### src/rtl/sobel_edge_magnitude_rgb_top_macros.svh
// Assertion helpers for the Sobel edge block.
// SYNTH selects the empty bodies for synthesis runs.
`ifndef SOBEL_EDGE_MAGNITUDE_RGB_TOP_MACROS_SVH
`define SOBEL_EDGE_MAGNITUDE_RGB_TOP_MACROS_SVH
`ifndef SYNTH
// Same-cycle implication, sampled on clk_i, off while rst_ni is low.
`define SOBEL_ASSERT_IMP(lbl, ante, cons, msg) \
  lbl: assert property (@(posedge clk_i) disable iff (!rst_ni) (ante) |-> (cons)) \
    else $error(msg);
// Next-cycle implication, sampled on clk_i, off while rst_ni is low.
`define SOBEL_ASSERT_NXT(lbl, ante, cons, msg) \
  lbl: assert property (@(posedge clk_i) disable iff (!rst_ni) (ante) |=> (cons)) \
    else $error(msg);
`else
`define SOBEL_ASSERT_IMP(lbl, ante, cons, msg)
`define SOBEL_ASSERT_NXT(lbl, ante, cons, msg)
`endif
`endif

### src/rtl/sobel_pkg.sv
`default_nettype none
package sobel_pkg;

  localparam int PixW       = 24;
  localparam int ChW        = 8;
  localparam int NumCh      = 3;
  // Gradients span -1020..1020; their squared sum stays below 2^21.
  localparam int GradW      = 11;
  localparam int SumW       = 21;
  localparam int RowW       = 16;
  localparam int ColOutW    = 10;
  localparam int WidthRegW  = 11;
  localparam int HeightRegW = 16;
  localparam int CfgIdxW    = 1;
  localparam int CfgDataW   = 16;
  localparam int InTdataW   = 24;
  localparam int OutTdataW  = 56;
  localparam int MaxWidthDef = 1024;

  // Above 255*255+255 the rounded magnitude saturates.
  localparam int SatLimit = 65280;
  localparam logic [ChW-1:0] ChMax = 8'd255;

  localparam logic [WidthRegW-1:0]  WidthRst  = 11'd640;
  localparam logic [HeightRegW-1:0] HeightRst = 16'd480;

  localparam logic [CfgIdxW-1:0] CfgImageWidth  = 1'b0;
  localparam logic [CfgIdxW-1:0] CfgImageHeight = 1'b1;

  // 3x3 pixel block, indexed [row][col], row 0 on top.
  typedef logic [2:0][2:0][PixW-1:0] win_t;
  // Per-channel gx*gx + gy*gy.
  typedef logic [NumCh-1:0][SumW-1:0] sums_t;

endpackage
`default_nettype wire

### src/rtl/sobel_grad.sv
`default_nettype none
// Two stages: Sobel gradients per channel, then the sum of their squares.
module sobel_grad (
  input  wire logic          clk_i,
  input  wire logic          rst_ni,
  input  wire logic          start_i,
  input  wire sobel_pkg::win_t nb_i,
  output logic               valid_o,
  output sobel_pkg::sums_t   sums_o
);
  import sobel_pkg::*;

  logic v1_q, v2_q;
  logic [NumCh-1:0][GradW-1:0] gx_q, gy_q, gx_d, gy_d;
  sums_t sums_q, sums_d;

  always_comb begin
    logic [GradW:0] xp, xn, yp, yn;
    for (int ch = 0; ch < NumCh; ch++) begin
      xp = {4'b0, nb_i[0][2][ch*ChW +: ChW]} + {3'b0, nb_i[1][2][ch*ChW +: ChW], 1'b0}
         + {4'b0, nb_i[2][2][ch*ChW +: ChW]};
      xn = {4'b0, nb_i[0][0][ch*ChW +: ChW]} + {3'b0, nb_i[1][0][ch*ChW +: ChW], 1'b0}
         + {4'b0, nb_i[2][0][ch*ChW +: ChW]};
      yp = {4'b0, nb_i[2][0][ch*ChW +: ChW]} + {3'b0, nb_i[2][1][ch*ChW +: ChW], 1'b0}
         + {4'b0, nb_i[2][2][ch*ChW +: ChW]};
      yn = {4'b0, nb_i[0][0][ch*ChW +: ChW]} + {3'b0, nb_i[0][1][ch*ChW +: ChW], 1'b0}
         + {4'b0, nb_i[0][2][ch*ChW +: ChW]};
      gx_d[ch] = GradW'(xp - xn);
      gy_d[ch] = GradW'(yp - yn);
    end
  end

  always_comb begin
    logic signed [2*GradW-1:0] sqx, sqy;
    for (int ch = 0; ch < NumCh; ch++) begin
      sqx = $signed(gx_q[ch]) * $signed(gx_q[ch]);
      sqy = $signed(gy_q[ch]) * $signed(gy_q[ch]);
      sums_d[ch] = SumW'(sqx) + SumW'(sqy);
    end
  end

  always_ff @(posedge clk_i or negedge rst_ni) begin
    if (!rst_ni) begin
      v1_q <= 1'b0;
      v2_q <= 1'b0;
    end else begin
      v1_q <= start_i;
      v2_q <= v1_q;
    end
  end

  always_ff @(posedge clk_i) begin
    if (start_i) begin
      gx_q <= gx_d;
      gy_q <= gy_d;
    end
    if (v1_q) begin
      sums_q <= sums_d;
    end
  end

  assign valid_o = v2_q;
  assign sums_o  = sums_q;

endmodule
`default_nettype wire

### config.mk
export PLATFORM = sky130hd
export DESIGN_NAME = sobel_grad
export DESIGN_NICKNAME = d
export VERILOG_FILES = /design/src/rtl/sobel_edge_magnitude_rgb_top_macros.svh /design/src/rtl/sobel_pkg.sv /design/src/rtl/sobel_grad.sv
export SDC_FILE = /design/constraint.sdc
export NUM_CORES = 2
export LEC_CHECK = 0
export ABC_AREA = 0
export BUFFER_PORTS_ARGS = -buffer_cell sky130_fd_sc_hd__buf_2
export CORE_MARGIN = 2
export CORE_UTILIZATION = 28
export CTS_CLUSTER_DIAMETER = 100
export DETAILED_ROUTE_END_ITERATION = 10
export SLEW_MARGIN = 40
export SYNTH_ARGS = -nofsm -noshare
export SYNTH_HDL_FRONTEND = slang
export SYNTH_SLANG_ARGS = --single-unit
### constraint.sdc
create_clock -name clk_i -period 9.1 [get_ports clk_i]
set_input_delay 0.455 -clock clk_i [delete_from_list [all_inputs] [get_ports clk_i]]
set_output_delay 0.455 -clock clk_i [all_outputs]
set_load 0.01 [all_outputs]
### After elaboration in Yosys (flattened, before gate mapping)

Cells that the tools add are included.

* register bits: 131
* input port bits: 219
* output and inout port bits: 64
* word-level logic and storage cells: 50

* $add $sub $neg: 33
* multiply operators: 6

Operator list (number)
* 10-bit by 8-bit adder with 11-bit output: 12
* 11-bit by 11-bit multiplier with 21-bit output: 6
* 8-bit by 9-bit adder with 10-bit output: 12
* 11-bit subtractor: 6
* 21-bit adder: 3

### Logic depth before layout (Yosys ltp)

* depth in word-level cells: 3
* depth in mapped cells: 24
* depth with buffers taken out: 23

### Worst setup path after synthesis

OpenSTA, ideal clock, no wires.

* kind: register to register
* start: register gy_q[32] (netlist name)
* end: register sums_q (netlist bit sums_o[62]) (data pin)
* setup time: 260 ps
* arrival: 6148 ps
* required time: 8840 ps
* setup slack: 2692 ps
* stages on the path, launching flop included: 23
* path buffers: 1
* period minus slack after synthesis: 6408 ps
* cell sequence: edfxtp_1 clkbuf_1 nand2_1 inv_1 fa_1 inv_1 fa_1 inv_1 fa_1 inv_1 fa_1 fa_1 fa_1 fa_1 inv_1 ha_1 a21o_1 a21oi_1 nand2_1 o221ai_2 o21ai_1 o31ai_2 xnor2_1

RTL lines
* start: declaration: RTL line sobel_grad.sv:14 `logic [NumCh-1:0][GradW-1:0] gx_q, gy_q, gx_d, gy_d;`
* start signal: assignment: RTL line sobel_grad.sv:55 `gy_q <= gy_d;`
* end signal: assignment: RTL line sobel_grad.sv:58 `sums_q <= sums_d;`
* end: declaration: RTL line sobel_grad.sv:15 `sums_t sums_q, sums_d;`

==> results.py <==
metrics = {
    "outcome": {
        "outcome": "completed",
    },
    "logic_synthesis": {
        "synth_top_family_by_area": "adder cells",
        "async_flop_share_pct": 1.53,
        "syn_nets": 4762,
        "synth.distinct_cells": 47,
        "synth_edf_count": 129,
        "synth_area_mm2": 0.0348,
        "synth_compound_area_share_pct": 3.76,
        "synth_adder_area_share_pct": 60.9,
        "synth_xor_area_share_pct": 4.28,
        "synthTopCellsByArea": "fa_1 (49%), inv_1 (12%), ha_1 (12%)",
        "ys_ff_latch": 131,
        "synthSimpleGateAreaFrac_pct": 6.71,
        "syn_inst": 3366,
        "synth.avg_cell_area_um2": 10.3,
        "yosysSeqAreaShare_pct": 11.3,
        "synth_top_area_share_pct": 49.4,
        "synthFlopType": "edfxtp_1",
        "netlist.top_cell.by_area": "fa_1",
        "synthTopCellsByCount": "inv_1 (1144), fa_1 (857), ha_1 (320)",
        "synthMuxAreaShare_pct": 0.0900,
        "synth_warnings": 0,
        "synth_most_common_cell": "inv_1",
    },
    "clock_network": {
        "cts_sinks": 131,
        "cts_resized": 0,
        "worst_skew_pair.late_latency_ns": 0.52,
        "root_buffer": "clkbuf_16",
        "cts_buffer_depth": 2,
        "cts-buffers-inserted": 17,
        "cts_tree": "built",
        "post_cts_buffers": 0,
        "clk_transition_reported_paths_ns": 0.07,
        "cts.htree.levels": 4,
        "cts_hold_buf": 1,
    },
    "floorplan": {
        "die_x_um": 356,
        "start_util_pct": 28.2,
        "die_y_um": 356,
        "row_count": 129,
        "dieArea_mm2": 0.127,
        "coreArea_mm2": 0.123,
        "io_pins": 283,
    },
    "grt": {
        "grt_pass1_vias": 24900,
        "antenna_found_initial": 3,
        "grt.overflow.total": 0,
        "grt_pass1_wl_mm": 129,
        "track_usage_pct": 13.0,
        "grt_max_degree": 46,
    },
    "critical_path": {
        "critPathMaxFanout": 20,
        "crit_cells": 20,
        "crit_type": "flip-flop to flip-flop",
        "critPathTopFamily": "adder cells",
        "path_cells": "nand2_1, inv_1, fa_1, inv_1, fa_1, inv_1, fa_1, fa_1, fa_1, fa_1, inv_1, fa_1, inv_1, ha_1, a21o_1, a21oi_1, a311oi_1, a221o_1, a21oi_1, xnor2_1",
        "r2r_cells": 20,
        "critPathCaptureType": "flip-flop",
        "slowest_stage": "edfxtp_1",
        "cp.arrival_ns": 7.37,
        "worstPathRequired_ns": 9.36,
        "crit_top_cell": "fa_1",
        "slowest_delay_ns": 0.88,
        "worstSetupStartpointType": "flip-flop",
        "cp_num_buf_inv": 5,
    },
    "sta": {
        "period_share_pct": 78.1,
        "drv_slew": 0,
        "setup_viol": 0,
        "slew_headroom_pct": 45.1,
        "layout_min_cycle_time_ns": 7.10,
        "rsz0062_at_grt": "false",
        "max_freq_ghz": 0.141,
        "tns_ns": 0,
        "tightest_slew_ns": 0.824,
        "timing_hold_violations_final": 0,
        "fin_skew_ns": 0.0304,
    },
    "detailed_routing": {
        "wl_mm": 76.5,
        "routed_via_density": 4.12,
        "firstDrtPassIters": 8,
        "num_vias": 21600,
        "drc": 0,
        "drtAntennaViolNets": 0,
        "wl_per_cell_um": 14.6,
        "first_iter_violations": 849,
    },
    "layout": {
        "drive_gt1_share_pct": 8.58,
        "final_cell_area_mm2": 0.0385,
        "final_nets": 4985,
        "syn_to_final_growth_pct": 10.7,
        "fin_util_pct": 31.2,
    },
    "worst_hold_path": {
        "hp-class": "input port to asynchronous set/reset pin",
    },
    "run": {
        "cap_violations": 0,
    },
    "placement": {
        "hpwl_mm": 68.3,
        "gp_congestion": 0.882,
        "placed_area_mm2": 0.0379,
        "io_buffers": 258,
    },
}
## logic make-up after synthesis
| logic type | count (synthesis) |
|---|---|
| AO/OA/AOI/OAI | 200 |
| XOR/XNOR | 170 |
| adder cells (fa/ha/maj) | 1177 |
| buffers and inverters | 1203 |
| flip-flops | 131 |
| multiplexers | 3 |
| AND/OR/NAND/NOR | 482 |
## per-layer routing
| metal | global-route usage, % | vias up | routed length, um | share of wire [%] |
|---|---|---|---|---|
| li1 | - | 10100 | - | - |
| met1 | 16.4 | 11000 | 33000 | 43 |
| met2 | 22.8 | 434 | 38100 | 50 |
| met3 | 2.24 | 72 | 3660 | 4.8 |
| met4 | 3.53 | 0 | 1740 | 2.3 |
| met5 | 0 | - | 0 | 0 |
## sequential cells by signal (all words and copies together), names as in the netlist
name and cells:
sums_o 63, gx_q 33, gy_q 33, v1_q 1, valid_o 1
## stage by stage
step,std cells,hold slack (ns),worst slack (ns)
detailed placement,5206,0.251,1.89
CTS,5238,0.199,1.88
global placement,5206,0.251,1.88
finish,5240,0.267,2.00
global route,5239,0.244,1.52
floorplan,3366,0.159,2.69
## final timing paths
kind                                from          to  slack [ns]
worst min-delay path              rst_ni        v1_q        0.27
worst min register to register      v1_q     valid_o        0.83
max in group asynchronous         rst_ni        v1_q        8.72
min in group clk_i               start_i     gy_q[6]        0.37
worst max register to register  gy_q[10]  sums_o[19]        2.00
worst max-delay path            gy_q[10]  sums_o[19]        2.00
## layout make-up
| type | instances | area (um2) |
|---|---|---|
| antenna | 2 | 5.00 |
| sequential | 131 | 3930 |
| inverter | 1144 | 4290 |
| multi-input combinational | 2032 | 26300 |
| clock inverter | 14 | 131 |
| tap | 1637 | 2050 |
| timing repair buffer | 263 | 1330 |
| clock buffer | 17 | 425 |
| fill | 12700 | 85000 |
## placed cells by master, fill, tap and decap left out, types with 3 or more instances in the layout
cell / count
clkbuf_16: 17
clkinvlp_4: 6
or3_1: 3
buf_4: 5
nand2_1: 203
nor2_1: 70
nand3_1: 4
a21oi_1: 82
edfxtp_1: 129
and3_1: 4
o221ai_2: 3
nand3b_1: 3
and2_1: 116
o21bai_1: 15
fa_1: 857
inv_1: 1144
ha_1: 320
buf_2: 257
a211oi_1: 3
inv_6: 3
xnor2_1: 124
xor2_1: 46
nor2b_1: 51
nor3_1: 5
o21a_1: 7
a21o_1: 35
o21ai_0: 30
o31ai_1: 5
nand2b_1: 17
clkinv_4: 3
Power is not shown: default switching activity piles up to over one toggle a cycle in this logic, so the estimate is an artifact.
