## config.mk

```make
export PLATFORM = sky130hd
export DESIGN_NAME = sobel_sqrt
export DESIGN_NICKNAME = d
export VERILOG_FILES = /design/src/rtl/sobel_edge_magnitude_rgb_top_macros.svh /design/src/rtl/sobel_pkg.sv /design/src/rtl/sobel_sqrt.sv
export SDC_FILE = /design/constraint.sdc
export NUM_CORES = 1
export LEC_CHECK = 0
export ABC_AREA = 1
export BUFFER_PORTS_ARGS = -buffer_cell sky130_fd_sc_hd__buf_2
export CAP_MARGIN = 25
export CORE_MARGIN = 1.5
export CORE_UTILIZATION = 30
export DETAILED_ROUTE_END_ITERATION = 8
export GPL_TIMING_DRIVEN = 0
export SYNTH_ARGS = -nofsm -noshare
export SYNTH_HDL_FRONTEND = slang
export SYNTH_SLANG_ARGS = --single-unit
```

## constraint.sdc

```tcl
create_clock -name clk_i -period 7.4 [get_ports clk_i]
set_input_delay 0.37 -clock clk_i [delete_from_list [all_inputs] [get_ports clk_i]]
set_output_delay 0.37 -clock clk_i [all_outputs]
set_load 0.05 [all_outputs]
```

## src/rtl/sobel_edge_magnitude_rgb_top_macros.svh

```systemverilog
// Assertion helpers for the Sobel edge block.
// SYNTH selects the empty bodies for synthesis runs.
`ifndef SOBEL_EDGE_MAGNITUDE_RGB_TOP_MACROS_SVH
`define SOBEL_EDGE_MAGNITUDE_RGB_TOP_MACROS_SVH
`ifndef SYNTH
// Same-cycle implication, sampled on clk_i, off while rst_ni is low.
`define SOBEL_ASSERT_IMP(lbl, ante, cons, msg) \
  lbl: assert property (@(posedge clk_i) disable iff (!rst_ni) (ante) |-> (cons)) \
    else $error(msg);
// Next-cycle implication, sampled on clk_i, off while rst_ni is low.
`define SOBEL_ASSERT_NXT(lbl, ante, cons, msg) \
  lbl: assert property (@(posedge clk_i) disable iff (!rst_ni) (ante) |=> (cons)) \
    else $error(msg);
`else
`define SOBEL_ASSERT_IMP(lbl, ante, cons, msg)
`define SOBEL_ASSERT_NXT(lbl, ante, cons, msg)
`endif
`endif

```

## src/rtl/sobel_pkg.sv

```systemverilog
`default_nettype none
package sobel_pkg;

  localparam int PixW       = 24;
  localparam int ChW        = 8;
  localparam int NumCh      = 3;
  // Gradients span -1020..1020; their squared sum stays below 2^21.
  localparam int GradW      = 11;
  localparam int SumW       = 21;
  localparam int RowW       = 16;
  localparam int ColOutW    = 10;
  localparam int WidthRegW  = 11;
  localparam int HeightRegW = 16;
  localparam int CfgIdxW    = 1;
  localparam int CfgDataW   = 16;
  localparam int InTdataW   = 24;
  localparam int OutTdataW  = 56;
  localparam int MaxWidthDef = 1024;

  // Above 255*255+255 the rounded magnitude saturates.
  localparam int SatLimit = 65280;
  localparam logic [ChW-1:0] ChMax = 8'd255;

  localparam logic [WidthRegW-1:0]  WidthRst  = 11'd640;
  localparam logic [HeightRegW-1:0] HeightRst = 16'd480;

  localparam logic [CfgIdxW-1:0] CfgImageWidth  = 1'b0;
  localparam logic [CfgIdxW-1:0] CfgImageHeight = 1'b1;

  // 3x3 pixel block, indexed [row][col], row 0 on top.
  typedef logic [2:0][2:0][PixW-1:0] win_t;
  // Per-channel gx*gx + gy*gy.
  typedef logic [NumCh-1:0][SumW-1:0] sums_t;

endpackage
`default_nettype wire

```

## src/rtl/sobel_sqrt.sv

```systemverilog
`default_nettype none
// Rounded square root per channel: one result bit per cycle, then a rounding step.
module sobel_sqrt (
  input  wire logic                       clk_i,
  input  wire logic                       rst_ni,
  input  wire logic                       start_i,
  input  wire sobel_pkg::sums_t           s_i,
  output logic                            done_o,
  output logic [sobel_pkg::PixW-1:0]      mag_o
);
  import sobel_pkg::*;

  localparam int StepW = $clog2(ChW);

  logic             busy_q, rnd_q, done_q;
  logic [StepW-1:0] step_q;
  logic [NumCh-1:0][2*ChW-1:0] s_q;
  logic [NumCh-1:0]            sat_q;
  logic [NumCh-1:0][ChW-1:0]   n_q, n_d, rnd_d;
  logic [PixW-1:0]             mag_q;

  always_comb begin
    logic [ChW-1:0]     bitv, t;
    logic [2*ChW-1:0]   tsq;
    logic [2*ChW:0]     upper;
    bitv = ChW'(1) << step_q;
    for (int ch = 0; ch < NumCh; ch++) begin
      t   = n_q[ch] | bitv;
      tsq = t * t;
      n_d[ch] = (tsq <= s_q[ch]) ? t : n_q[ch];
      upper = (2*ChW+1)'(n_q[ch] * n_q[ch]) + (2*ChW+1)'(n_q[ch]);
      if (sat_q[ch]) begin
        rnd_d[ch] = ChMax;
      end else if ((2*ChW+1)'(s_q[ch]) > upper) begin
        rnd_d[ch] = n_q[ch] + ChW'(1);
      end else begin
        rnd_d[ch] = n_q[ch];
      end
    end
  end

  always_ff @(posedge clk_i or negedge rst_ni) begin
    if (!rst_ni) begin
      busy_q <= 1'b0;
      rnd_q  <= 1'b0;
      done_q <= 1'b0;
      step_q <= '0;
    end else begin
      done_q <= rnd_q;
      if (start_i) begin
        busy_q <= 1'b1;
        step_q <= StepW'(ChW - 1);
      end else if (busy_q) begin
        if (step_q == '0) begin
          busy_q <= 1'b0;
          rnd_q  <= 1'b1;
        end else begin
          step_q <= step_q - StepW'(1);
        end
      end else if (rnd_q) begin
        rnd_q <= 1'b0;
      end
    end
  end

  always_ff @(posedge clk_i) begin
    if (start_i) begin
      for (int ch = 0; ch < NumCh; ch++) begin
        s_q[ch]   <= s_i[ch][2*ChW-1:0];
        sat_q[ch] <= s_i[ch] > SumW'(SatLimit);
        n_q[ch]   <= '0;
      end
    end else if (busy_q) begin
      n_q <= n_d;
    end else if (rnd_q) begin
      for (int ch = 0; ch < NumCh; ch++) begin
        mag_q[ch*ChW +: ChW] <= rnd_d[ch];
      end
    end
  end

  assign done_o = done_q;
  assign mag_o  = mag_q;

endmodule
`default_nettype wire

```

After elaboration in Yosys (flattened, before gate mapping) --
Index checks and enable logic that the tools add are counted.
Word-level totals: input bits 66, flip-flop bits (word level) 105, output and inout bits 25, word-level logic and storage cells 63
Operators by class: add/subtract/negate cells 7, eq/ne operators 2, multiply operators 6, magnitude comparators 9, shift operators 1, muxes and demuxes 11, reduce and logical (&&, ||, !) cells 8, bitwise operators 5
Operators by type and width (count):
- $mul A8 B8 Y16 | 6
- $gt A21 B16 Y1 const B | 3
- $add A16 B8 Y17 | 3
- $gt A16 B17 Y1 | 3
- $le A16 B16 Y1 | 3
- $add A8 B1 Y8 const B | 3
- $mux W8 | 3
- $or A8 B8 Y8 | 3
- $reduce_and A2 Y1 | 5
- $mux W3 | 3
- $shl A1 B3 Y8 const A | 1
- $mux W1 | 5
- $logic_not A3 Y1 | 1
- $reduce_and A3 Y1 | 1
- $sub A3 B1 Y3 const B | 1
- $ne A2 B1 Y1 const B | 1
- $ne A2 B2 Y1 const B | 1
- $not A1 Y1 | 2
- $reduce_bool A2 Y1 | 1

Logic depth before layout (Yosys ltp) --
Gate-level depths: netlist of run 1.
depth after elaboration 5, depth in mapped cells 36, mapped depth without buffers 36

Least setup slack after synthesis of run 1 --
Ideal clock, no wire load.
path kind reg2reg, start point register step_q[1], end point register n_q[16] in the netlist's numbering, path buffers 0, clock period less this slack 5.731 ns, arrival time 5.608 ns, path slack 1.669 ns, library setup time 0.123 ns, cell stages (with the launch flop) 33, required time 7.277 ns, path through dfrtp_1 inv_1 ha_1 nand2_1 inv_1 nor2_1 clkinv_1 nand2_1 inv_1 fa_1 fa_1 inv_1 fa_1 fa_1 inv_1 ha_1 nand2_1 nor4_1 nor2_1 o21ai_0 a21oi_1 inv_1 nand2_1 nand2_1 inv_1 ha_1 nand3_1 nor3_1 nand2_1 nand4_1 nand2_1 nand2_1 o21ai_0
Between the ends: longest elaborated chain between the ends 5
Ends and longest elaborated chain:
- from (decl) | RTL line sobel_sqrt.sv:16 | logic [StepW-1:0] step_q;
- from (signal assigned) | RTL line sobel_sqrt.sv:52 | step_q <= StepW'(ChW - 1);
- from (signal assigned) | RTL line sobel_sqrt.sv:58 | step_q <= step_q - StepW'(1);
- $shl A1 B3 Y8 * | RTL line sobel_sqrt.sv:26 | bitv = ChW'(1) << step_q;
- $or A8 B8 Y8 * | RTL line sobel_sqrt.sv:28 | t = n_q[ch] | bitv;
- $mul A8 B8 Y16 | RTL line sobel_sqrt.sv:29 | tsq = t * t;
- $le A16 B16 Y1 | RTL line sobel_sqrt.sv:30 | n_d[ch] = (tsq <= s_q[ch]) ? t : n_q[ch];
- $reduce_and A2 Y1 (no line)
- to (signal assigned) | RTL line sobel_sqrt.sv:74 | n_q <= n_d;
- to (decl) | RTL line sobel_sqrt.sv:19 | logic [NumCh-1:0][ChW-1:0] n_q, n_d, rnd_d;
Mark *: on every way between the ends. The rest lies on a longest branch, timed or not. A chain may end at the register's enable or synchronous reset.

Worst setup path after layout of run 1 --
start point register step_q[1], end point register n_q[21] in the netlist's numbering
Same word-level chain as after synthesis.

==> results of run 1 <==
[cell usage after synthesis, types with 6 or more instances]
| master | count | area (sq um) |
|---|---|---|
| edfxtp_1 | 75 | 2250 |
| nand2_1 | 465 | 1750 |
| a21oi_1 | 118 | 591 |
| xnor2_1 | 42 | 368 |
| a21o_1 | 8 | 60.1 |
| fa_1 | 177 | 3540 |
| clkbuf_1 | 17 | 63.8 |
| ha_1 | 282 | 3530 |
| o21bai_1 | 13 | 97.6 |
| xor2_1 | 68 | 596 |
| nand3_1 | 86 | 430 |
| dfrtp_1 | 6 | 150 |
| a31oi_1 | 11 | 68.8 |
| nor3_1 | 16 | 80.1 |
| o21ai_0 | 42 | 210 |
| inv_1 | 579 | 2170 |
| nand4_1 | 15 | 93.8 |
| nor2_1 | 88 | 330 |
| dfxtp_1 | 24 | 480 |
| nand2_2 | 6 | 37.5 |
| buf_2 | 8 | 40.0 |
| nor4_1 | 11 | 68.8 |
[layout by cell type (no fill, tap or decap), types with 18 or more instances in the layout]
cell      Yosys  routed
inv_1       579     579
nand2_1     465     465
ha_1        282     282
fa_1        177     177
a21oi_1     118     118
buf_2         8      98
nor2_1       88      87
nand3_1      86      86
edfxtp_1     75      75
xor2_1       68      68
o21ai_0      42      42
xnor2_1      42      42
dfxtp_1      24      24
clkbuf_1     17      18
[power by group through the flow]
| stage | registers, mW | clock network, mW | logic, mW |
|---|---|---|---|
| finish | 0.717 | 0.552 | 1.17 |
| global route | 0.721 | 0.581 | 1.36 |
| detailed placement | 0.730 | 0 | 1.17 |
| CTS | 0.717 | 0.575 | 1.18 |
| floorplan | 0.716 | 0 | 0.877 |
| global placement | 0.731 | 0 | 1.16 |
[logic make-up (layout without fill, tap and decap cells)]
logic type      count (synthesis)  count (layout)  share of synthesized area
flops                         105             105                      0.165
compound gates                210             210                     0.0669
xor+xnor                      110             110                     0.0550
other cells                     2               2                   0.000429
fa+ha+maj                     459             459                      0.404
buf+inv                       617             727                      0.135
simple gates                  713             713                      0.174
[registers in the layout, indices dropped and copies added (netlist names)]
name,cells
busy_q,1
done_o,1
mag_o,24
n_q,24
rnd_q,1
s_q,48
sat_q,3
step_q,3
[through the flow]
step	instances	power, mW	worst slack [ps]
5_1_grt	3091	2.66	2.53
2_1_floorplan	2216	1.59	1670
4_1_cts	3091	2.47	398
3_5_place_dp	3074	1.90	435
6_report	3091	2.44	649
3_3_place_gp	3071	1.89	434
[final cells by class]
class                           instances  area share
Multi-Input combinational cell       1494       0.636
Sequential cell                       105       0.149
Inverter                              587       0.114
Tap cell                              765      0.0496
Timing Repair Buffer                   94      0.0261
Clock buffer                           11      0.0126
Buffer                                 30     0.00830
Clock inverter                          5     0.00376
[final timing paths]
check                      slack, ps  cells after the start  endpoint      start
max                              650                     32   n_q[21]  step_q[1]
max in group asynchronous       6880                      2     rnd_q     rst_ni
min                              170                      1   s_q[30]    s_i[35]
min reg2reg                      480                      0    done_o      rnd_q
min in group asynchronous        340                      2    done_o     rst_ni
max reg2reg                      650                     32   n_q[21]  step_q[1]
[timing repair]
item,4_1_cts,5_1_grt
gates resized for setup,0,2
setup endpoints to repair,0,9
hold buffers,1,0
hold endpoints to repair,6,0
setup buffers,0,0
[per-layer routing]
| metal | vias up | track usage | wire length, um |
|---|---|---|---|
| li1 | 7038 | - | - |
| met1 | 6352 | 0.191 | 20000 |
| met2 | 196 | 0.228 | 18000 |
| met3 | 31 | 0.0126 | 1210 |
| met4 | 0 | 0.0414 | 700 |
| met5 | - | 0 | 0 |
==> reports/metrics.csv, run 1 <==
stage,metric,value,unit
timing,period utilization,0.912,
pwr,Int Pwr,1.38,mW
critical_path,critical path launch point type,register,
layout,ant diodes,0,
critical_path,Crit path top cell by count,nand2_1,
die,Die ar.,0.0598,sq mm
die,core box area,0.0577,sq mm
pwr,clock power share,0.226,
drt,Final ANT Viol Nets,0,
timing,clk_skew,23.9,ps
place,gpl congestion,0.826,
global_routing,initial antenna violation count,0,
timing,RSZ-0062 raised after global routing,false,
place,Post-DP Area,0.0190,sq mm
cts,CTS Buf Count,9,
pwr,Switching Share,0.433,
layout,multi-input logic area,0.0123,sq mm
layout,Area growth syn-to-layout,10.2,%
synth,Gate Count Post-Synth,2216,
global_routing,first-pass GRT wire length,66000,um
job,max-cap viol count,0,
critical_path,family with the most delay on the worst path,adder cells,
global_routing,vias in the first global route,13300,
drt,routed via count,13600,
synth,synthesized area,0.0175,sq mm
die,Starting Density,0.303,
drt,final wirelength,39900,um
drt,Wirelength per Cell,12.9,um
layout,Storage cell area,0.00288,sq mm
synth,synth warn,0,
status,status,completed,
pwr,Peak supply drop,0.0000922,V
cts,CTS tree,done,
critical_path,worst stage delay on the critical path,550,ps
timing,TNS Setup,0,ps
global_routing,GRT Total Usage,0.138,
layout,layout cells sized above 1,0.0679,
synth,post-synthesis sequential area ratio,0.165,
cts,H-Tree Depth,3,
critical_path,CP endpoint kind,register,
synth,Yosys cell types,43,
cts,# clock sinks,105,
pwr,Reg power frac,0.294,
critical_path,"Data arrival, critical path",7010,ps
drt,drt pass-1 iters,5,
critical_path,WS Path Type,reg -> reg,
pwr,static leakage,11.0,nW
timing,fin. max-slew vios,0,
timing,FMAX,0.148,GHz
critical_path,largest fanout on the critical path,9,
pwr,Net Sw Power,1.05,mW
timing,hold slack,168,ps
timing,Worst-Margin Slew,863,ps
timing,fin crit period,6750,ps
cts,Root Buffer,clkbuf_16,
critical_path,CP required,7660,ps
min_path,Hold WC Path Type,in -> reg,
place,Post-DP HPWL,33800,um
critical_path,CP max stage cell,fa_1,
place,# port buffers,90,
synth,number of synthesized register bits,105,
synth,Post-synth EDFFs,75,
pwr,combinational power share,0.480,
layout,post-layout util,0.334,
layout,fillcell total,6170,
drt,drt first-iter violations,529,
critical_path,WP buf/inv,8,
die,Die Ht,245,um
synth,Synth async-reset ratio,0.0571,
drt,routed vias/inst,4.41,
synth,main flop type after synthesis,edfxtp_1,
cts,Clock transition at path regs,90,ps
cts,CTS max path bufs,2,
global_routing,largest net degree at the start of global routing,36,
timing,final number of setup-violating endpoints,0,
die,I/O Pins,91,
timing,max_slew headroom,0.425,
drt,remaining routing DRC violations,0,
die,Die X,245,um
die,num rows,88,
pwr,pwr/cell area,126,mW/mm^2
timing,endpoints failing hold,0,
synth,syn_area_per_cell,7.90,sq um
global_routing,GRT overflow,0,
cts,clk_lat worst skew,400,ps
synth,Syn Nets,2741,
layout,Nets,2846,
layout,design area,0.0193,sq mm
Note: power is estimated with default switching activity, not from simulation.
==> run 2, diff against run 1 <==
- ABC_AREA: 1 -> default
==> run 2 against run 1 <==
  * Combinational power is 10% lower
  * Global-route usage grew 0.82 points
  * Sequential cell count unchanged
  * Die area down 4.3%
  * Via count decreased by 4.3%
  * Clock skew fell by 5.4 ps
  * Critical path type unchanged
  * Critical endpoint is now n_q[19]
  * Largest cell class unchanged
==> reports/metrics.csv, run 2 <==
stage,metric,value,unit
synth,Yosys cell types,78,
layout,post-layout util,0.339,
cts,post-CTS setup buffer count,0,
critical_path,CP max stage cell,fa_1,
global_routing,initial antenna violation count,2,
pwr,Switching Share,0.407,
drt,Wirelength per Cell,14.7,um
die,Starting Density,0.304,
layout,Nets,2504,
synth,Gate Count Post-Synth,1879,
layout,max reg flops,48,
cts,Root Buffer,clkbuf_16,
timing,TNS Setup,0,ps
cts,H-Tree Depth,3,
pwr,pwr/cell area,122,mW/mm^2
critical_path,CP required,7730,ps
pwr,Int Pwr,1.35,mW
timing,endpoints failing hold,0,
place,Post-DP HPWL,34100,um
status,status,completed,
place,dpl cells,2719,
timing,RSZ-0062 raised after global routing,false,
layout,Area growth syn-to-layout,11.4,%
drt,routed vias/inst,4.77,
synth,number of synthesized register bits,105,
global_routing,GRT Total Usage,0.147,
critical_path,WS Path Type,reg -> reg,
critical_path,worst stage delay on the critical path,560,ps
global_routing,M1 GR Usage,0.192,
critical_path,FF-to-FF path depth,29,
synth,synth warn,0,
synth,post-synthesis sequential area ratio,0.172,
timing,max_slew headroom,0.386,
cts,clk_lat worst skew,400,ps
pwr,clock power share,0.225,
layout,Final Non-Filler Cells,2732,
die,Die ar.,0.0573,sq mm
drt,final wirelength,40100,um
timing,fin. max-slew vios,0,
synth,Yosys top cell area share,0.212,
layout,"most common cell after layout, fill and taps aside",inv_1,
synth,most instantiated cells after synthesis,"399 x inv_1, 282 x ha_1, 177 x fa_1",
die,core box area,0.0551,sq mm
synth,main flop type after synthesis,edfxtp_1,
global_routing,met2 usage,0.249,
synth,Post-synth EDFFs,75,
timing,hold slack,165,ps
layout,most frequent cells in the layout,"399 x inv_1, 279 x ha_1, 177 x fa_1",
timing,final number of setup-violating endpoints,0,
drt,Final ANT Viol Nets,0,
drt,drt first-iter violations,613,
layout,design area,0.0187,sq mm
critical_path,critical path launch point type,register,
pwr,static leakage,9.25,nW
global_routing,GRT overflow,0,
timing,period utilization,0.955,
job,max-cap viol count,0,
global_routing,met3 usage,0.0224,
layout,layout cells sized above 1,0.0948,
synth,Synth async-reset ratio,0.0571,
drt,remaining routing DRC violations,0,
cts,# clock sinks,105,
layout,ant diodes,0,
min_path,Hold WC Path Type,in -> reg,
synth,synthesized area,0.0167,sq mm
pwr,Reg power frac,0.314,
layout,"Most flops, register",s_q,
die,num rows,86,
synth,"count leader, synth",inv_1,
global_routing,largest net degree at the start of global routing,29,
layout,fillcell total,5760,
drt,drt pass-1 iters,5,
pwr,combinational power share,0.460,
pwr,Net Sw Power,0.929,mW
timing,FMAX,0.141,GHz
cts,Clock transition at path regs,80,ps
timing,Worst-Margin Slew,914,ps
global_routing,Top Usage Layer GRT,met2,
global_routing,vias in the first global route,13600,
critical_path,largest fanout on the critical path,10,
cts,CTS max path bufs,2,
cts,CTS tree,done,
die,I/O Pins,91,
die,Die Ht,239,um
place,# port buffers,90,
drt,routed via count,13000,
synth,top post-synthesis cells by area,"fa_1 21%, ha_1 21%, edfxtp_1 13%, inv_1 8.9%, nor2_1 3.8%",
timing,clk_skew,18.5,ps
critical_path,CP endpoint kind,register,
synth,Syn Nets,2404,
pwr,Peak supply drop,0.000102,V
synth,syn_area_per_cell,8.91,sq um
timing,fin crit period,7070,ps
critical_path,"Data arrival, critical path",7400,ps
synth,Synth area leader,fa_1,
min_path,Hold Path Depth,1,
global_routing,first-pass GRT wire length,67000,um
die,Die X,239,um
cts,CTS Buf Count,9,
place,Post-DP Area,0.0182,sq mm
place,gpl congestion,0.861,
## run 2: layer usage
metal,part of all wire,vias up
li1,-,6379
met1,0.46,6386
met2,0.48,230
met3,0.039,37
met4,0.016,2
met5,0.00025,-
## run 2: cells by family (layout without fill, tap and decap cells)
group / after synthesis / count (layout) / share of synthesized area
buffers and inverters: 444 / 549 / 0.0996
AOI/OAI and AO/OA: 283 / 283 / 0.112
muxes: 2 / 2 / 0.00127
xor gates and xnor gates: 99 / 99 / 0.0518
DFF: 105 / 105 / 0.172
and+or+nand+nor: 485 / 485 / 0.141
other: 2 / 2 / 0.000448
adders and majority gates: 459 / 459 / 0.422
## run 2: final cells by class
type | instances | area, sq um | share of cell area
clock inverters | 6 | 66.3 | 0.00355
flip-flops and latches | 105 | 2880 | 0.155
well taps | 748 | 936 | 0.0501
plain buffers | 40 | 181 | 0.00972
inverters | 400 | 1500 | 0.0805
multi-input cells | 1330 | 12400 | 0.662
clock buffers | 10 | 229 | 0.0123
repair buffers | 93 | 508 | 0.0272
## run 2: what timing repair did
action,CTS,global route
hold buffers,1,0
gates cloned,0,0
setup endpoints to repair,26,42
resized for setup,22,55
pin swaps,0,3
hold endpoints to repair,6,0
## run 2: critical path: cells and delay by family (launching register included)
family / cells / cell delay, ps
buffers and inverters: 6 / 790
and+or+nand+nor: 5 / 710
DFF: 1 / 440
adders and majority gates: 7 / 2980
AOI/OAI and AO/OA: 10 / 1890
xor gates and xnor gates: 1 / 200
## run 2: final timing paths
kind	from	to	slack, ps
min in group asynchronous	rst_ni	step_q[2]	410
max in group asynchronous	rst_ni	step_q[1]	6820
hold reg to reg	rnd_q	done_o	410
setup reg to reg	step_q[0]	n_q[19]	330
setup / recovery	step_q[0]	n_q[19]	330
hold / removal	s_i[46]	s_q[36]	160
## run 2: through the flow
step | setup WS (ps) | power, mW
2_1_floorplan | 702 | 1.46
3_3_place_gp | -453 | 1.72
3_5_place_dp | -703 | 1.75
4_1_cts | 21.6 | 2.29
5_1_grt | 13.9 | 2.47
6_report | 332 | 2.28
## run 2: power groups by stage
stage / registers, mW / clock network (mW) / logic [mW]
after floorplan: 0.707 / 0 / 0.754
after global placement: 0.724 / 0 / 0.992
after detailed placement: 0.723 / 0 / 1.03
after CTS: 0.711 / 0.533 / 1.05
after global routing: 0.720 / 0.549 / 1.20
final: 0.716 / 0.514 / 1.05
==> run 3, diff against run 2 <==
==> constraint.sdc (replaced) <==
create_clock -name clk_i -period 7.4 [get_ports clk_i]
set_input_delay 1.11 -clock clk_i [delete_from_list [all_inputs] [get_ports clk_i]]
set_output_delay 1.11 -clock clk_i [all_outputs]
set_load 0.05 [all_outputs]
==> run 3 against run 2 <==
  * Die area unchanged
  * Worst setup slack worse by 1.7 ps
  * Combinational power about the same
  * Sequential power about the same
  * Clock-buffer cell count unchanged
  * Register-to-register slack about the same
  * Worst hold slack better by 250 ps
  * Critical path depth unchanged
  * Core utilization about the same
  * Total power about the same
  * Critical endpoint unchanged
  * Largest power group unchanged
==> reports/metrics.csv, run 3 (synthesized netlist as in run 2, its figures left out) <==
stage,metric,value,unit
layout,multi-input logic area,0.0124,sq mm
timing,final number of setup-violating endpoints,0,
job,max-cap viol count,0,
cts,H-Tree Depth,3,
status,status,completed,
critical_path,WS Path Type,reg -> reg,
timing,FMAX,0.141,GHz
layout,fillcell total,5760,
critical_path,critical path launch point type,register,
drt,remaining routing DRC violations,0,
place,# port buffers,90,
critical_path,R2R Setup Slk,330,ps
timing,fin. max-slew vios,0,
place,pre-CTS setup slack,-703,ps
cts,clk_lat worst skew,400,ps
layout,most frequent cells in the layout,"399 x inv_1, 279 x ha_1, 177 x fa_1",
layout,layout cells sized above 1,0.0948,
cts,Clock transition at path regs,70,ps
drt,final wirelength,40100,um
pwr,Pwr Total,2.28,mW
critical_path,worst reg2reg startpoint,step_q[0],
layout,ant diodes,0,
cts,# clock sinks,105,
timing,fin crit period,7070,ps
die,Die Ht,239,um
layout,max reg flops,48,
pwr,pwr/cell area,122,mW/mm^2
timing,clk_skew,16.7,ps
global_routing,first-pass GRT wire length,67000,um
cts,CTS tree,done,
die,Die X,239,um
layout,Area growth syn-to-layout,11.4,%
place,Post-DP HPWL,34100,um
layout,Storage cell area,0.00288,sq mm
drt,Wirelength per Cell,14.7,um
timing,Worst-Margin Slew,927,ps
cts,CTS Buf Count,9,
min_path,hold path start,rnd_q,
place,gpl congestion,0.861,
die,I/O Pins,91,
min_path,Worst Hold Path EP,done_o,
critical_path,FF-to-FF path depth,29,
critical_path,CP max stage cell,fa_1,
drt,routed vias/inst,4.79,
die,num rows,86,
critical_path,largest fanout on the critical path,10,
place,Post-DP Area,0.0182,sq mm
drt,drt pass-1 iters,5,
pwr,static leakage,9.25,nW
min_path,Hold Path Depth,0,
layout,"most common cell after layout, fill and taps aside",inv_1,
critical_path,RR Endpoint,n_q[19],
drt,routed via count,13100,
die,core box area,0.0551,sq mm
global_routing,vias in the first global route,13600,
drt,Final ANT Viol Nets,0,
global_routing,GRT overflow,0,
min_path,Hold WC Path Type,reg -> reg,
critical_path,"Data arrival, critical path",7400,ps
timing,period utilization,0.955,
critical_path,family with the most delay on the worst path,adder cells,
layout,"Most flops, register",s_q,
layout,Nets,2503,
timing,TNS Setup,0,ps
critical_path,CP endpoint kind,register,
timing,post-route setup slack,330,ps
timing,endpoints failing hold,0,
cts,Root Buffer,clkbuf_16,
global_routing,initial antenna violation count,3,
critical_path,CP required,7730,ps
global_routing,GRT Total Usage,0.146,
die,Die ar.,0.0573,sq mm
timing,max_slew headroom,0.377,
global_routing,largest net degree at the start of global routing,29,
timing,RSZ-0062 raised after global routing,false,
critical_path,worst stage delay on the critical path,560,ps
critical_path,WP buf/inv,6,
pwr,Peak supply drop,0.000102,V
drt,drt first-iter violations,640,
die,Starting Density,0.304,
cts,CTS hold repair buffers,0,
layout,design area,0.0187,sq mm
cts,CTS max path bufs,2,
-- run 3: changes by cell type in the layout (fill, tap and decap cells not counted), sizes merged --
cell	before	now
dlygate4sd3	1	0
-- run 3: cell type report --
type | count | share of cell area
Sequential cell | 105 | 0.155
Clock inverter | 6 | 0.00356
Buffer | 40 | 0.00973
Multi-Input combinational cell | 1330 | 0.662
Timing Repair Buffer | 92 | 0.0267
Inverter | 400 | 0.0805
Clock buffer | 10 | 0.0123
Tap cell | 748 | 0.0502
-- run 3: where the power goes --
group          internal (mW)  total, mW  switching, mW
registers              0.675      0.717         0.0419
clock network          0.265      0.514          0.250
logic                  0.412       1.05          0.638
-- run 3: per-layer routing --
layer	routed length [um]	global-route usage	share of wire	up-vias
met1	18600	0.192	0.46	6420
li1	-	-	-	6374
met4	653	0.0407	0.016	2
met5	10	0	0.00025	-
met2	19300	0.249	0.48	248
met3	1540	0.0224	0.038	37
-- run 3: how the worst max path moves through the flow --
stage	from	endpoint	slack, ps	cells past startpoint
after floorplan	step_q[0]	n_q[10]	700	27
after global placement	step_q[0]	n_q[6]	-450	29
after detailed placement	step_q[0]	n_q[5]	-700	29
after CTS	step_q[0]	n_q[20]	20	29
after global routing	step_q[0]	n_q[19]	10	29
final	step_q[0]	n_q[19]	330	29
-- run 3: repair_timing --
item / in CTS / in global routing
pin swaps: 0 / 3
setup buffers: 0 / 0
resized for setup: 22 / 55
setup endpoints to repair: 26 / 42
-- run 3: stage by stage --
stage           util  hold WS, ps  std cells
4_1_cts        0.336          412       2734
3_5_place_dp   0.330          387       2719
2_1_floorplan      -          367       1879
3_3_place_gp   0.329          379       2717
6_report       0.339          416       2731
5_1_grt        0.339          425       2731
